## config.mk

```make
export PLATFORM = sky130hd
export DESIGN_NAME = dts_ram
export DESIGN_NICKNAME = d
export VERILOG_FILES = /design/src/hdl/dts_ram.sv
export SDC_FILE = /design/constraint.sdc
export NUM_CORES = 1
export LEC_CHECK = 0
export BUFFER_PORTS_ARGS = -buffer_cell sky130_fd_sc_hd__buf_4
export CORE_MARGIN = 5
export CORE_UTILIZATION = 50
export CTS_BUF_LIST = sky130_fd_sc_hd__clkbuf_2 sky130_fd_sc_hd__clkbuf_4 sky130_fd_sc_hd__clkbuf_8
export DETAILED_ROUTE_END_ITERATION = 8
export PLACE_DENSITY = 0.77
export SYNTH_ARGS = -nofsm -noshare
export SYNTH_HDL_FRONTEND = slang
export SYNTH_SLANG_ARGS = --single-unit
```

## constraint.sdc

```tcl
create_clock -name clk -period 2.4 [get_ports clk]
set_clock_uncertainty 0.2 [all_clocks]
set_input_delay 0.12 -clock clk [delete_from_list [all_inputs] [get_ports clk]]
set_output_delay 0.12 -clock clk [all_outputs]
set_load 0.05 [all_outputs]
```

## src/hdl/dts_ram.sv

```systemverilog
// Generic single-port RAM with registered read data.
`timescale 1ns / 1ps

module dts_ram #(
    parameter int WIDTH = 32,
    parameter int DEPTH = 2
) (
    input  logic                     clk,
    input  logic                     we,
    input  logic [$clog2(DEPTH)-1:0] addr,
    input  logic [WIDTH-1:0]         wdata,
    output logic [WIDTH-1:0]         rdata
);

    logic [WIDTH-1:0] mem [DEPTH];
    logic [WIDTH-1:0] rdata_reg;

    always_ff @(posedge clk)
    begin
        if (we)
        begin
            mem[addr] <= wdata;
        end
        rdata_reg <= mem[addr];
    end

    assign rdata = rdata_reg;

endmodule

```

# [After elaboration in Yosys (flattened, before gate mapping)]
# Memory sizes are Yosys's and may differ from the RTL's. A register that Yosys moved wholly into a read port is not among the register bits.
# Index checks and enable logic that the tools add are counted.
[word_totals] regBits=0 mem_bits_rw=64 memories=1
[memory_table] memory="mem" depth=2 word_bits=32 rd=1 rd_clocked_by_memory_dff=1 wr=1 line="15" text="logic [WIDTH-1:0] mem [DEPTH];"
[classes] mux=2
[op_table] operator="two-way mux 1 bit" count=2

# [Longest topological paths before layout]
[logic_depth] ltp_word=2 mapped_depth=3 mapped_depth_nobuf=1

# [Worst setup path after synthesis]
# Ideal clock, no wire load.
[synth_timing] path_type="in2reg" start="input port addr" end="memory mem[0][0] (enable)" t_arrival_ns=1.849 slack_ns=-0.074 cell_stages=3 path_cell_list="buf_6 buf_8 nor2b_1"
[synth_rtl] item="from (decl)" line="10" text="input logic [$clog2(DEPTH)-1:0] addr,"
[synth_rtl] item="to (decl)" line="15"
# Straight into the memory's write port.

# [Final worst setup path]
[layout_timing] start="input port we" end="memory mem[0][11] (enable)"
[layout_between] elab_chain_cells=2
[layout_rtl] item="from (decl)" line="9" text="input logic we,"
[layout_rtl] item="two-way mux 1 bit" line="20" text="if (we)"
[layout_rtl] item="two-way mux 1 bit (not written as such)" line="22" text="mem[addr] <= wdata;"
# No other way between the ends.

==> impl_metrics.csv <==
group,metric,value,unit
clock_network,ctsLongestPathBuffers,2,
placed_design,hpwl,3000,um
clock_network,cts_buffers,9,
clock_network,worstSkewPairLatency,0.35,ns
pwr,seqPwrFrac,0.513,
logic_synthesis,synth-seq-area-share,0.825,
sta,period_share,0.650,
sta,setup_violations,0,
placed_design,dp_cells,274,
worst_setup_path,endpoint_kind,"flop",
logic_synthesis,yosysMostFrequentCell,"edfxtp_1",
clock_network,cts_htree_levels,3,
worst_setup_path,worstPathBufferInverterCount,3,
logic_synthesis,async_flop_share,0,
floorplan,die_y,88.8,um
pwr,power_frac_comb,0.127,
cells_and_area,diodes,0,
logic_synthesis,synth-seq-cells,96,
worst_setup_path,cp_top_family,"buffers and inverters",
global_routing,grt_overflow_total,0,
floorplan,core,0.00599,sq mm
routing,viasPerCell,4.51,
worst_setup_path,crit_top_cell,"buf_4",
logic_synthesis,synth_cells,134,
logic_synthesis,synth_top_cell_area_share,0.619,
pwr,p_int,2.93,mW
routing,drc,0,
placed_design,gp_routability_congestion,0.645,
worst_setup_path,cp_slowest_stage_delay,0.53,ns
sta,slew_viol_final,0,
clock_network,cts_tree,"built",
pwr,swShare,0.219,
pwr,power_switching,0.822,mW
floorplan,die_w,88.8,um
logic_synthesis,yosys-top-cells-count,"edfxtp_1, dfxtp_1, mux2_4",
placed_design,io_buffer_count,66,
run_status,status,"finished, final reports clean",
logic_synthesis,ys_types,9,
logic_synthesis,syn_nets,169,
logic_synthesis,synth_top_flop_cell,"edfxtp_1",
worst_setup_path,required,2.22,ns
worst_setup_path,crit_chain,"dlygate4sd3_1 > buf_4 > nor2b_4 > buf_4",
pwr,finalPower,3.76,mW
worst_setup_path,worstPathArrival,1.38,ns
hold_path,hold_class,"input pin to flop",
routing,vias,1457,
clock_network,cts-hold-fix-buffers,33,
floorplan,fp.dieArea,0.00789,sq mm
clock_network,root_buffer,"clkbuf_8",
sta,relSlewSlack,0.601,
logic_synthesis,yosysWarnings,0,
clock_network,clk_pin_slew_worst_paths,0.08,ns
routing,wire_per_inst,15.9,um
routing,first_iter_violations,57,
flow_run,max_cap_viol_count,0,
routing,ant_nets,0,
global_routing,grt_max_degree,35,
clock_network,cts_resized,0,
clock_network,cts_sinks,96,
cells_and_area,utilization,0.712,
sta,max_freq,0.641,GHz
logic_synthesis,synth_edf_count,64,
worst_setup_path,path_max_fanout,26,
pwr,static-leakage-power,1.73,nW
logic_synthesis,ys_top_cells_by_area,"edfxtp_1, dfxtp_1, mux2_4",
routing,drt_wl_total,5150,um
global_routing,antenna_found_initial,0,
sta,hold_viol,0,
floorplan,top_level_ports,67,
pwr,cellPowerDensity,881,mW/mm^2
floorplan,start_util,0.519,
sta,final.setup.tns,0,ns
pwr,clkPwrFrac,0.360,
cells_and_area,synthToLayoutAreaGrowth,37.2,%
cells_and_area,final_cells,323,
global_routing,grt_first_pass_wirelength,8310,um
worst_setup_path,critPathLaunchType,"input pin",
worst_setup_path,crit_slowest_cell,"dlygate4sd3_1",
cells_and_area,fill_cells,368,
cells_and_area,nets,278,
sta,hold_ws,0.159,ns
logic_synthesis,syn_area,0.00311,sq mm
routing,first_pass_iters,4,
floorplan,row_count,28,
worst_setup_path,worst-setup-path-type,"input pin to flop",
logic_synthesis,syn_avg_cell_area,23.2,sq um
sta,period_minus_slack,1.56,ns
global_routing,first_global_vias,1637,
cells_and_area,drive_above_1_share,0.476,
global_routing,grt_use_total,0.150,
logic_synthesis,synth.largest_area_cell,"edfxtp_1",
cells_and_area,largest_reg_flops,64,
sta,rsz0062_at_grt,"no",
sta,worst_pin_slew,0.598,ns
clock_network,post_cts_buffers,0,
pwr,peakVddDrop,0.552,mV
## cell families (layout without fill, tap and decap cells)
logic type / count (synthesis) / in the layout / share of synthesized area
buf+inv: 4 / 118 / 0.0213
flops: 96 / 96 / 0.825
mux: 32 / 32 / 0.150
simple gates: 2 / 2 / 0.00403
## path summary, 6_finish.rpt
check	from	end	slack, ns	cells past startpoint
worst max-delay path	we	mem[0][11]	0.84	4
worst min-delay path	addr	rdata[16]	0.16	2
worst max register to register	mem[1][24]	rdata[24]	1.43	1
worst min register to register	mem[1][0]	rdata[0]	0.27	1
## routing by layer
| layer | up-vias | routed length (um) | part of all wire | track usage |
|---|---|---|---|---|
| li1 | 719 | - | - | - |
| met1 | 681 | 2090 | 0.41 | 0.183 |
| met2 | 46 | 2620 | 0.51 | 0.241 |
| met3 | 11 | 302 | 0.059 | 0.0391 |
| met4 | 0 | 139 | 0.027 | 0.0865 |
| met5 | - | 0 | 0 | 0 |
## cell type report
cell class | count | area [sq um] | share of cell area
sequential | 96 | 2560 | 0.601
timing repair buffer | 102 | 848 | 0.199
multi-input combinational | 34 | 485 | 0.114
clock buffer | 11 | 145 | 0.0340
clock inverter | 5 | 128 | 0.0299
tap | 75 | 93.8 | 0.0220
## through the flow
step	area [sq um]	worst slack, ns
3_5_place_dp	3660	0.640
5_1_grt	4260	0.784
3_3_place_gp	3660	0.672
6_report	4260	0.839
4_1_cts	4260	0.840
2_1_floorplan	3110	0.539
## power groups by stage
stage / Clock [mW] / Combinational (mW) / Sequential [mW]
after CTS: 1.37 / 0.478 / 1.93
after floorplan: 0 / 0.113 / 2.14
final: 1.35 / 0.476 / 1.93
after detailed placement: 0 / 0.434 / 1.96
after global placement: 0 / 0.431 / 1.96
after global routing: 1.44 / 0.498 / 1.94
## cells in the final DEF (no fill, tap or decap)
| cell type | Yosys | layout |
|---|---|---|
| buf_4 | 0 | 69 |
| edfxtp_1 | 64 | 64 |
| dlygate4sd3_1 | 0 | 33 |
| dfxtp_1 | 32 | 32 |
| mux2_4 | 28 | 28 |
| clkbuf_8 | 0 | 10 |
| mux2_2 | 4 | 4 |
| bufinv_16 | 0 | 4 |
| nor2b_4 | 0 | 1 |
| and2_1 | 1 | 1 |
| clkinvlp_4 | 0 | 1 |
| clkbuf_4 | 0 | 1 |
No activity file was read; power rests on OpenSTA's default activity.
